[src/design/assert_macros.svh]
// assertion macros shared by the drive pipeline modules
// no dependencies; each file that asserts pulls this in by include
`ifndef ASSERT_MACROS_SVH
`define ASSERT_MACROS_SVH

// same-cycle implication, quiet during reset
`define CHK_IMPLY(name, clk, rst, ante, cons, msg) \
  name: assert property (@(posedge clk) disable iff (rst) (ante) |-> (cons)) \
    else $error(msg);

// next-cycle implication, quiet during reset
`define CHK_NEXT(name, clk, rst, ante, cons, msg) \
  name: assert property (@(posedge clk) disable iff (rst) (ante) |=> (cons)) \
    else $error(msg);

`endif

[src/design/crsfhb_pkg.sv]
// shared constants and types for the rc-frame to h-bridge drive block
// no dependencies
`default_nettype none

package crsfhb_pkg;

  localparam int BYTE_W = 8;
  localparam int CHAN_W = 11;
  localparam int HIGH_W = CHAN_W - BYTE_W;

  localparam logic [BYTE_W-1:0] SYNC_BYTE     = 8'hC8;
  localparam logic [BYTE_W-1:0] TYPE_CHANNELS = 8'h16;

  localparam int CENTRE            = 1024;
  localparam int FULL_DUTY         = 255;
  localparam int DEAD_BAND_DEFAULT = 100;

  // reciprocal precision: 18-bit dividend plus up to 10-bit divisor
  localparam int RECIP_SHIFT = 28;

  // channel request from the parser to the drive stage
  typedef struct packed {
    logic              valid;
    logic [CHAN_W-1:0] chan;
  } chan_req_t;

endpackage

`default_nettype wire

[src/design/crsfhb_parser.sv]
// byte-level frame parser: sync hunt, length, type and channel 0 capture
// depends on crsfhb_pkg and assert_macros.svh
`default_nettype none

`include "assert_macros.svh"

module crsfhb_parser (
  input  wire logic                          clk,
  input  wire logic                          rst,
  input  wire logic                          in_valid,
  output logic                               in_stall,
  input  wire logic [crsfhb_pkg::BYTE_W-1:0] rx_byte,
  input  wire logic                          chan_stall,
  output crsfhb_pkg::chan_req_t              chan_req
);
  import crsfhb_pkg::*;

  logic [BYTE_W-1:0] byte_position;
  logic [BYTE_W-1:0] frame_length;
  logic [BYTE_W-1:0] frame_type;
  logic [BYTE_W-1:0] payload_low;
  logic [HIGH_W-1:0] payload_high_bits;
  logic              chan_valid;
  logic [CHAN_W-1:0] chan_value;

  logic              accept;
  logic [BYTE_W-1:0] pos_inc;
  logic [BYTE_W-1:0] type_now;
  logic [BYTE_W-1:0] low_now;
  logic [HIGH_W-1:0] high_now;
  logic              in_body;
  logic              frame_end;
  logic              emit;

  assign chan_req = '{valid: chan_valid, chan: chan_value};

  assign in_stall = chan_valid && chan_stall;
  assign accept   = in_valid && !in_stall;

  always_comb begin
    pos_inc   = byte_position + 8'd1;
    in_body   = byte_position >= 8'd2;
    type_now  = (byte_position == 8'd2) ? rx_byte : frame_type;
    low_now   = (byte_position == 8'd3) ? rx_byte : payload_low;
    high_now  = (byte_position == 8'd4) ? rx_byte[HIGH_W-1:0] : payload_high_bits;
    // compare in 9 bits so length plus 2 does not wrap
    frame_end = {1'b0, pos_inc} >= ({1'b0, frame_length} + 9'd2);
    emit      = in_body && frame_end && (type_now == TYPE_CHANNELS);
  end

  always_ff @(posedge clk) begin
    if (rst) begin
      byte_position     <= '0;
      frame_length      <= '0;
      frame_type        <= '0;
      payload_low       <= '0;
      payload_high_bits <= '0;
    end else if (accept) begin
      if (byte_position == 8'd0) begin
        if (rx_byte == SYNC_BYTE) begin
          byte_position <= 8'd1;
        end
      end else if (byte_position == 8'd1) begin
        frame_length  <= rx_byte;
        byte_position <= 8'd2;
      end else begin
        frame_type        <= type_now;
        payload_low       <= low_now;
        payload_high_bits <= high_now;
        byte_position     <= frame_end ? 8'd0 : pos_inc;
      end
    end
  end

  always_ff @(posedge clk) begin
    if (rst) begin
      chan_valid <= 1'b0;
    end else if (!in_stall) begin
      chan_valid <= accept && emit;
    end
  end

  always_ff @(posedge clk) begin
    if (accept && emit) begin
      chan_value <= {high_now, low_now};
    end
  end

  `CHK_NEXT(a_hunt_drop, clk, rst,
            accept && (byte_position == 8'd0) && (rx_byte != SYNC_BYTE),
            byte_position == 8'd0, "non-sync byte left hunt state")
  `CHK_IMPLY(a_req_from_accept, clk, rst, $rose(chan_valid), $past(accept),
             "channel request without an accepted byte")

endmodule

`default_nettype wire

[src/design/crsfhb_drive.sv]
// deadband, direction hold and duty scaling into the result register
// depends on crsfhb_pkg and assert_macros.svh
`default_nettype none

`include "assert_macros.svh"

module crsfhb_drive #(
  parameter int DEAD_BAND = crsfhb_pkg::DEAD_BAND_DEFAULT
) (
  input  wire logic                          clk,
  input  wire logic                          rst,
  input  wire crsfhb_pkg::chan_req_t         chan_req,
  output logic                               chan_stall,
  output logic                               out_valid,
  input  wire logic                          out_stall,
  output logic                               direction,
  output logic [crsfhb_pkg::BYTE_W-1:0]      duty,
  output logic [crsfhb_pkg::CHAN_W-1:0]      channel_raw
);
  import crsfhb_pkg::*;

  localparam logic [CHAN_W:0] UP_BOUND = (CHAN_W + 1)'(CENTRE + DEAD_BAND);
  localparam logic [CHAN_W:0] LO_BOUND = (CHAN_W + 1)'(CENTRE - DEAD_BAND);
  localparam logic [39:0]     DIVISOR  = 40'(CENTRE - DEAD_BAND);
  // rounded-up reciprocal, exact floor for every dividend below 2^18
  localparam logic [39:0]     RECIP    = ((40'd1 << RECIP_SHIFT) + DIVISOR - 40'd1) / DIVISOR;
  localparam logic [31:0]     SCALE    = 32'(RECIP * 40'(FULL_DUTY));
  localparam int              PROD_W   = CHAN_W + 32;

  logic                load;
  logic [CHAN_W:0]     chan_ext;
  logic                above;
  logic                below;
  logic [CHAN_W:0]     excess;
  logic [PROD_W-1:0]   prod;
  logic [BYTE_W-1:0]   duty_next;

  assign chan_stall = out_valid && out_stall;
  assign load       = chan_req.valid && !chan_stall;

  always_comb begin
    chan_ext  = {1'b0, chan_req.chan};
    above     = chan_ext > UP_BOUND;
    below     = chan_ext < LO_BOUND;
    excess    = above ? (chan_ext - UP_BOUND) : (LO_BOUND - chan_ext);
    prod      = PROD_W'(excess[CHAN_W-1:0]) * PROD_W'(SCALE);
    duty_next = (above || below) ? prod[RECIP_SHIFT +: BYTE_W] : '0;
  end

  always_ff @(posedge clk) begin
    if (rst) begin
      out_valid <= 1'b0;
      direction <= 1'b0;
    end else begin
      if (!chan_stall) begin
        out_valid <= chan_req.valid;
      end
      if (load && above) begin
        direction <= 1'b1;
      end else if (load && below) begin
        direction <= 1'b0;
      end
    end
  end

  always_ff @(posedge clk) begin
    if (load) begin
      duty        <= duty_next;
      channel_raw <= chan_req.chan;
    end
  end

  `CHK_IMPLY(a_duty_dir, clk, rst, out_valid && (duty != 8'd0),
             direction == ({1'b0, channel_raw} > UP_BOUND),
             "nonzero duty with wrong direction")
  `CHK_IMPLY(a_band_zero, clk, rst,
             out_valid && ({1'b0, channel_raw} <= UP_BOUND) && ({1'b0, channel_raw} >= LO_BOUND),
             duty == 8'd0, "duty inside deadband")

endmodule

`default_nettype wire

[src/design/crsf_channel_to_hbridge_drive.sv]
// top level: rc-channels frame parser driving an h-bridge from channel 0
// depends on crsfhb_pkg, crsfhb_parser and crsfhb_drive
//
//   channel | valid     | stall     | payload
//   --------+-----------+-----------+----------------------------------
//   in      | in_valid  | in_stall  | rx_byte
//   out     | out_valid | out_stall | direction, duty, channel_raw
//
// one received byte per cycle while in_stall is low; the byte that ends a type
// 0x16 frame gives a result through the parser register, then the result register
// synchronous reset puts the parser back to sync hunt and clears all frame state
// in_stall rises only when both the channel register and the result register
// hold requests and the result is stalled; otherwise bytes flow every cycle
`default_nettype none

module crsf_channel_to_hbridge_drive #(
  parameter int DEAD_BAND = crsfhb_pkg::DEAD_BAND_DEFAULT
) (
  input  wire logic                          clk,
  input  wire logic                          rst,
  input  wire logic                          in_valid,
  output logic                               in_stall,
  input  wire logic [crsfhb_pkg::BYTE_W-1:0] rx_byte,
  output logic                               out_valid,
  input  wire logic                          out_stall,
  output logic                               direction,
  output logic [crsfhb_pkg::BYTE_W-1:0]      duty,
  output logic [crsfhb_pkg::CHAN_W-1:0]      channel_raw
);
  import crsfhb_pkg::*;

  // channel 0 request between parser and drive stage
  chan_req_t chan_req;
  logic      chan_stall;

  // sync hunt, length and position counting, payload capture
  crsfhb_parser u_parser (
    .clk        (clk),
    .rst        (rst),
    .in_valid   (in_valid),
    .in_stall   (in_stall),
    .rx_byte    (rx_byte),
    .chan_stall (chan_stall),
    .chan_req   (chan_req)
  );

  // centering, deadband, direction hold and duty scaling
  crsfhb_drive #(
    .DEAD_BAND (DEAD_BAND)
  ) u_drive (
    .clk         (clk),
    .rst         (rst),
    .chan_req    (chan_req),
    .chan_stall  (chan_stall),
    .out_valid   (out_valid),
    .out_stall   (out_stall),
    .direction   (direction),
    .duty        (duty),
    .channel_raw (channel_raw)
  );

endmodule

`default_nettype wire
[config.mk]
export PLATFORM = sky130hd
export DESIGN_NAME = crsf_channel_to_hbridge_drive
export DESIGN_NICKNAME = d
export VERILOG_FILES = /design/src/design/crsfhb_pkg.sv /design/src/design/crsfhb_parser.sv /design/src/design/crsfhb_drive.sv /design/src/design/crsf_channel_to_hbridge_drive.sv
export VERILOG_INCLUDE_DIRS = /design/src /design/src/design
export SDC_FILE = /design/constraint.sdc
export NUM_CORES = 1
export LEC_CHECK = 0
export ABC_AREA = 0
export BUFFER_PORTS_ARGS = -buffer_cell sky130_fd_sc_hd__buf_2
export CAP_MARGIN = 0
export CORE_MARGIN = 2
export CORE_UTILIZATION = 40
export DETAILED_ROUTE_END_ITERATION = 10
export PLACE_DENSITY = 0.66
export SLEW_MARGIN = 0
export SYNTH_ARGS = -nofsm -noshare
export SYNTH_HDL_FRONTEND = slang
export SYNTH_SLANG_ARGS = --single-unit
[constraint.sdc]
create_clock -name clk -period 7.3 [get_ports clk]
set_input_delay 2.19 -clock clk [delete_from_list [all_inputs] [get_ports clk]]
set_output_delay 2.19 -clock clk [all_outputs]
set_load 0.1 [all_outputs]
# Word level (Yosys, flattened, before mapping)
# Index checks and enable logic that the tools add are counted.
# Widths: inputs -> output; s select.
[classes]
addsub = 4
mul = 1
n_div = 0
magnitude_cmp = 4
n_eq_ne = 7
n_shift = 0
muxes = 10
bitwise_logic = 2
n_reduce_logical = 17
[ops]
columns = ["operator", "n"]
rows = [
  ["$mux 8", 6],
  ["$mul 11x27->36 const B", 1],
  ["$eq 8x2->1 const B", 2],
  ["$gt 11x11->1 const B", 1],
  ["$lt 11x10->1 const B", 1],
  ["$mux 11", 1],
  ["$sub 10x11->11 const A", 1],
  ["$sub 11x11->11 const B", 1],
  ["$add 8x2->9 const B", 1],
  ["$ge 8x9->1", 1],
  ["$logic_and 1x1->1", 9],
  ["$add 8x1->8 const B", 1],
  ["$eq 8x1->1 const B", 1],
  ["$eq 8x3->1 const B", 1],
  ["$eq 8x5->1 const B", 1],
  ["$eq 8x8->1 const B", 1],
  ["$ge 8x2->1 const B", 1],
  ["$logic_not 8->1", 1],
  ["$reduce_and 3->1", 2],
  ["$mux 3", 1],
  ["$logic_not 1->1", 2],
  ["$mux 1", 2],
  ["$ne 2x2->1 const B", 1],
  ["$not 1->1", 2],
  ["other kinds (3)", 3],
]
[totals]
regBits = 68
latch_bits = 0
ram_bits = 0
romBits = 0
mem_count = 0

# Logic depth before layout (Yosys ltp)
# Gate-level depths: netlist (run 1).
[depth]
ltp_word = 6
ltp_mapped = 27

# By module
# From an unflattened synthesis (run 1), not the netlist that was laid out.
[unflattened]
cells_unflattened = 799
hier_area_um2 = 7623.6
[by_module_without_submodules]
columns = ["module", "n_inst", "cells_each", "area_per_inst_um2", "seq_area_each_um2"]
rows = [
  ["crsfhb_drive", 1, 548, 5078.6, 610.6],
  ["crsfhb_parser", 1, 251, 2544.9, 1051.0],
]

# Least setup slack after synthesis (run 1)
# Ideal clock, no wire load.
[synth_path]
path_kind = "register to register"
startpoint = "register u_parser.chan_value[0]"
endpoint = "register u_drive.duty[6] (netlist name) (data pin)"
setup_ns = 0.260
arrival_ns = 6.253
required_time_ns = 7.040
path_slack_ns = 0.788
path_stages_with_launch = 26
synth_period_minus_slack_ns = 6.512
path_cell_list = "edfxtp_1 inv_1 ha_1 and3b_1 o21ai_1 nand2_1 and3_1 o2bb2ai_1 xnor2_1 ha_1 ha_1 inv_1 fa_1 inv_1 fa_1 inv_1 fa_1 inv_1 ha_1 nand3_1 nor4_1 nand3_1 a21oi_1 a211oi_1 o21ai_0 mux2_2"
[synth_via]
elab_chain_cells = 3
elab_cells_between_ends = 7
[synth_lines]
columns = ["element", "line", "rtl"]
rows = [
  ["start, declared", "crsfhb_parser.sv:24", "logic [CHAN_W-1:0] chan_value;"],
  ["start signal, assigned", "crsfhb_parser.sv:85", "chan_value <= {high_now, low_now};"],
  ["$sub 10x11->11 (tied with other cells)", "crsfhb_drive.sv:45", "excess = above ? (chan_ext - UP_BOUND) : (LO_BOUND - chan_ext);"],
  ["$mux 11", "crsfhb_drive.sv:45", ""],
  ["$mul 11x27->36", "crsfhb_drive.sv:46", "prod = PROD_W'(excess[CHAN_W-1:0]) * PROD_W'(SCALE);"],
  ["end signal, assigned", "crsfhb_drive.sv:68", "duty <= duty_next;"],
  ["end, declared", "crsfhb_drive.sv:17", "output logic [crsfhb_pkg::BYTE_W-1:0] duty,"],
]
# Several ways; a longest one is shown, not always the timed one.
# A chain may end at the register's enable or synchronous reset.

# Worst setup path in the final report (run 1)
[layout_path]
startpoint = "register u_parser.chan_value[2]"
endpoint = "register u_drive.duty[6] (netlist name) (data pin)"
# Same word-level chain as after synthesis.

==> flow_summary.toml, run 1 <==
[run_status]
outcome = "finished, final reports clean"

[route]
postRouteAntennaNets = 0
drc = 0
wirelength_microns = 18600
drtIter0Drc = 383
first_pass_iters = 5
vias = 6001
via_per_inst = 5.32
wl_per_cell_microns = 16.5

[synthesis]
syn_nets = 1033
yosys-top-cells-area = "ha_1 (22%), fa_1 (16%), edfxtp_1 (12%)"
yosysSeqAreaShare_pct = 21.5
netlist.area_leader.share_pct = 22.0
netlist_instances = 825
synth_flop_cell = "dfxtp_1"
synthArstFlopShare_pct = 0
synth_edf_count = 30
yosys.area.top_type = "ha_1"
syn_area_sq_um = 7720
avgSynthCellArea_sq_um = 9.36
ys_types = 67
yosysWarnings = 0
ys_ff_latch = 68

[setup_path]
slowest_stage = "edfxtp_1"
r2r_slack_ps = 450
worstReg2RegStart = "u_parser.chan_value[2]"
path_common_cell = "fa_1"
crit_path_max_fanout = 13
endpoint = "u_drive.duty[6]"
crit_path_max_incr_delay_ps = 570
end_kind = "flop"
critical_path.top_delay_family = "adder cells"
crit_path_start_kind = "flop"
arrival_ps = 6940
r2r_cells = 22
crit_cells = 22
path_buf_inv = 3
r2r-end = "u_drive.duty[6]"
crit_start = "u_parser.chan_value[2]"
crit_required_ps = 7400
setup.worst_path.class = "reg -> reg"
path_cells = "o311ai_2 > o21ai_1 > nand2_1 > nor2_1 > o21ai_0 > xor2_1 > buf_4 > ha_1 > fa_1 > inv_1 > fa_1 > fa_1 > inv_1 > fa_1 > ha_1 > a21o_1 > a21o_1 > a21oi_1 > o211ai_1 > a211oi_1 > o21ai_0 > mux2_2"

[pwr]
p_per_area_nw_per_um2 = 102
switchingPower_w = 0.000181
total_power_w = 0.000874
clkPwrFrac_pct = 53.2
p_seq_share_pct = 45.1
switching_share_pct = 20.8
ir_worst_vdd_v = 0.000156
power_leakage_nw = 4.20
power_frac_comb_pct = 1.7
p_int_w = 0.000692

[grt]
grt_max_degree = 42
grt_pass1_wl_microns = 30400
grt_pass1_vias = 5803
grtUsageTotal_pct = 19.3
grt_overflow = 0
grt_antenna_before_repair = 0

[die]
initial_core_util_pct = 41.0
row_count = 50
fp.dieH_microns = 143
io_pins = 34
fp.coreArea_sq_um = 18800
die_area_sq_um = 20400
die_width_microns = 143

[clock_network]
clockBufferDepth = 2
cts_tree = "built"
cts.sinks = 68
cts_hold_buf = 0
cts_max_level = 3
clock_latency_ps = 340
clk_pin_slew_worst_paths_ps = 60
root_buffer = "clkbuf_16"
cts_buffers = 9

[timing]
worst_slew_pin_slew_ps = 816
period_needed_ps = 6850
finalHoldViolations = 0
skew_ps = 5.48
fmax_mhz = 146
finalSetupViolCount = 0
grt_setup_unrepaired = "false"
period_share_pct = 93.8
tns_ps = 0
slew_headroom_pct = 45.6
finalMaxSlewViolations = 0

[cells_and_area]
diodes = 0
fin_nets = 1070
area_growth_pct = 10.7
final_common_cell = "inv_1"
n_fill_cell = 1816
final_util_pct = 45.4
drive_gt1_share_pct = 10.6
layout_common_cells = "inv_1 (156), ha_1 (136), fa_1 (60), nor2_1 (55), a21oi_1 (39)"

[place]
port_buffers = 33
hpwl_microns = 15200
place_congestion = 0.910

[run]
cap_violations = 0

[worst_hold_path]
hp-class = "reg -> reg"
-- tightest hold or removal path: stages (launching register included) --
cell and delay, ps:
dfxtp_1 340, a21oi_1 50, nor2_1 70
-- Yosys cell counts, types with 13 or more instances --
cell type and count:
inv_1 156, ha_1 136, fa_1 60, nor2_1 55, a21oi_1 39, dfxtp_1 38
nand2_1 38, edfxtp_1 30, mux2i_1 29, o21ai_0 25, nand3_1 21, a21o_1 19
clkbuf_1 13, mux2_2 13
-- sequential cells by signal (all words and copies together) (netlist names) --
signal	flops
u_parser.chan_value	11
u_parser.byte_position	8
u_parser.payload_low	8
u_parser.payload_high_bits	3
u_parser.frame_type	8
u_drive.channel_raw	11
u_drive.duty	8
u_drive.direction	1
u_drive.out_valid	1
u_parser.chan_valid	1
u_parser.frame_length	8
-- what timing repair did --
action | CTS | global route
setup buffers | 0 | 0
gates resized for setup | 0 | 2
setup endpoints to repair | 0 | 2
-- layer usage --
metal  up-vias  track usage [%]  share of wire [%]
met4         0             6.57                3.0
met2       162             30.4                 46
met1      2896             26.6                 46
met5         -                0                  0
met3        37             3.52                4.9
li1       2906                -                  -
-- cells by family after synthesis --
kind of cell / share of synthesized area [%]
adder cells (fa/ha/maj): 37.6
AND/OR/NAND/NOR: 12.0
buffers and inverters: 8.75
AO/OA/AOI/OAI: 12.1
flip-flops: 21.5
multiplexers: 5.65
XOR/XNOR: 2.38
-- worst min-delay path by stage --
stage	depth (start not counted)	slack, ps	to	from
2_1_floorplan	0	420	u_drive.channel_raw[10]	u_parser.chan_value[10]
3_3_place_gp	2	470	u_parser.frame_type[0]	u_parser.frame_type[0]
3_5_place_dp	2	470	u_drive.out_valid	u_parser.chan_valid
4_1_cts	2	490	u_drive.out_valid	u_parser.chan_valid
5_1_grt	2	520	u_parser.frame_type[2]	u_parser.frame_type[2]
6_report	2	490	u_drive.out_valid	u_parser.chan_valid
-- final cells by class --
cell class / instances / area [sq um] / area share [%]
multi-input combinational: 582 / 5400 / 63.2
sequential: 68 / 1660 / 19.4
inverter: 156 / 586 / 6.85
tap: 260 / 325 / 3.80
clock buffer: 11 / 264 / 3.09
timing repair buffer: 45 / 255 / 2.98
clock inverter: 5 / 56.3 / 0.658
-- through the flow --
step           area [sq um]  instances  hold WS [ps]  setup WS, ps
2_1_floorplan          7720        825           424           788
3_3_place_gp           8220       1111           466           543
3_5_place_dp           8220       1111           474           368
4_1_cts                8540       1127           490           329
5_1_grt                8550       1127           525          9.62
6_report               8550       1127           487           453
-- power groups by stage --
stage	registers (W)	clock network (W)	logic, W
6_report	0.000394	0.000465	0.0000144
5_1_grt	0.000394	0.000490	0.0000154
3_5_place_dp	0.000402	0	0.0000142
3_3_place_gp	0.000402	0	0.0000144
2_1_floorplan	0.000402	0	0.00000512
4_1_cts	0.000394	0.000475	0.0000143
(Power assumes the default switching activity.)
==> inputs of run 2 (changes only) <==
--- a/config.mk
+++ b/config.mk
@@ -10,9 +10,10 @@
 export BUFFER_PORTS_ARGS = -buffer_cell sky130_fd_sc_hd__buf_2
 export CAP_MARGIN = 0
 export CORE_MARGIN = 2
-export CORE_UTILIZATION = 40
+export CORE_UTILIZATION = 35
 export DETAILED_ROUTE_END_ITERATION = 10
-export PLACE_DENSITY = 0.66
+export GPL_TIMING_DRIVEN = 1
+export PLACE_DENSITY = 0.6
 export SLEW_MARGIN = 0
 export SYNTH_ARGS = -nofsm -noshare
 export SYNTH_HDL_FRONTEND = slang
==> flow_summary.toml, run 2 (synthesized netlist as in run 1, its figures left out) <==
[run_status]
outcome = "finished, final reports clean"

[cells_and_area]
fin_nets = 1068
final_common_cell = "inv_1"
diodes = 0
layout_common_cells = "inv_1 (156), ha_1 (136), fa_1 (60), nor2_1 (55), a21oi_1 (39)"
drive_gt1_share_pct = 10.3
fin_cells = 1145
area_growth_pct = 10.2
top_regs = "u_drive.channel_raw x11, u_parser.chan_value x11"

[timing]
finalMaxSlewViolations = 0
finalSetupViolCount = 0
setup_slack_ps = 474
slew_headroom_pct = 42.1
tns_ps = 0
finalHoldViolations = 0
period_share_pct = 93.5
grt_setup_unrepaired = "false"
fmax_mhz = 146
skew_ps = 6.47
period_needed_ps = 6830
worst_slew_pin_slew_ps = 869

[worst_hold_path]
hold_path_depth = 2
hp-class = "reg -> reg"

[clock_network]
clk_pin_slew_worst_paths_ps = 60
clockBufferDepth = 2
root_buffer = "clkbuf_16"
clock_latency_ps = 340
cts_max_level = 3
cts_hold_buf = 0
cts_tree = "built"
cts.sinks = 68
cts_buffers = 9

[grt]
grtUsageTotal_pct = 16.2
grt_pass1_wl_microns = 30100
grt_pass1_vias = 5682
grt_max_degree = 42
grt_antenna_before_repair = 0
grt_overflow = 0

[setup_path]
r2r_cells = 23
arrival_ps = 6910
crit_path_start_kind = "flop"
end_kind = "flop"
crit_required_ps = 7390
crit_path_max_fanout = 8
setup.worst_path.class = "reg -> reg"

[die]
die_area_sq_um = 23300
row_count = 54
initial_core_util_pct = 35.5
io_pins = 34
fp.coreArea_sq_um = 21800
fp.dieH_microns = 153
die_width_microns = 153

[place]
dp_cells = 1129
pre_cts_ws_ps = 383
port_buffers = 33
place_congestion = 0.950
hpwl_microns = 15600

[pwr]
p_per_area_nw_per_um2 = 95.9
ir_worst_vdd_v = 0.000117
power_leakage_nw = 4.16

[route]
wl_per_cell_microns = 16.5
drtIter0Drc = 326
vias = 5894
postRouteAntennaNets = 0
drc = 0
first_pass_iters = 5
via_per_inst = 5.15
wirelength_microns = 18900

[run]
cap_violations = 0
[run 2: cell types whose count changed in the layout (fill, tap and decap cells not counted), sizes merged]
cell,delta
buf,-2
clkinvlp,+1
bufinv,-1
[run 2: path summary, 6_finish.rpt]
check	slack, ps	endpoint	startpoint
worst max-delay path	470	u_drive.duty[6]	u_parser.chan_value[0]
worst min-delay path	480	u_drive.out_valid	u_parser.chan_valid
worst max register to register	470	u_drive.duty[6]	u_parser.chan_value[0]
worst min register to register	480	u_drive.out_valid	u_parser.chan_valid
[run 2: what timing repair did]
action	CTS	global route
resized for setup	0	1
setup buffers	0	0
endpoints found under the setup margin	0	2
[run 2: power by group]
group | switching, W | internal [W] | leakage, nW
Combinational | 0.0000102 | 0.00000360 | 3.43
Sequential | 0.0000000511 | 0.000394 | 0.595
Clock | 0.000168 | 0.000240 | 0.136
Total | 0.000179 | 0.000637 | 4.16
[run 2: cell type report]
cell class / count / area, sq um
clock inverter: 5 / 36.3
timing repair buffer: 43 / 240
clock buffer: 11 / 243
multi-input combinational: 582 / 5400
tap: 280 / 350
fill: 2192 / 13200
inverter: 156 / 586
sequential: 68 / 1660
[run 2: per-layer routing]
metal,vias to the layer above,share of wire [%],track usage (%)
li1,2898,-,-
met1,2869,46,21.4
met2,115,49,27.7
met3,12,3.6,2.84
met4,0,1.1,3.48
met5,-,0,0
[run 2: metrics by stage]
| step | hold WS (ps) | area [sq um] | total power, W | utilization [%] |
|---|---|---|---|---|
| final | 476 | 8510 | 0.000816 | 39.1 |
| after global routing | 515 | 8510 | 0.000843 | 39.1 |
| after CTS | 483 | 8510 | 0.000829 | 39.1 |
| after detailed placement | 472 | 8230 | 0.000416 | 37.8 |
| after global placement | 466 | 8230 | 0.000416 | 37.8 |
| after floorplan | 424 | 7720 | 0.000407 | - |
[run 2: critical path: stages (launching register included)]
cell       delay (ps)
edfxtp_1          390
inv_1             170
ha_1              300
and3b_1           220
o21ai_1            90
nand2_1           220
and3_1            220
o2bb2ai_1          90
xnor2_1           540
ha_1              410
ha_1              300
inv_1              50
fa_1              540
inv_1              60
fa_1              510
fa_1              510
ha_1              360
nand4_1           200
nor4_2            470
nand3_1           130
a21oi_1           140
a211oi_1          110
o21ai_0           190
mux2_2            360
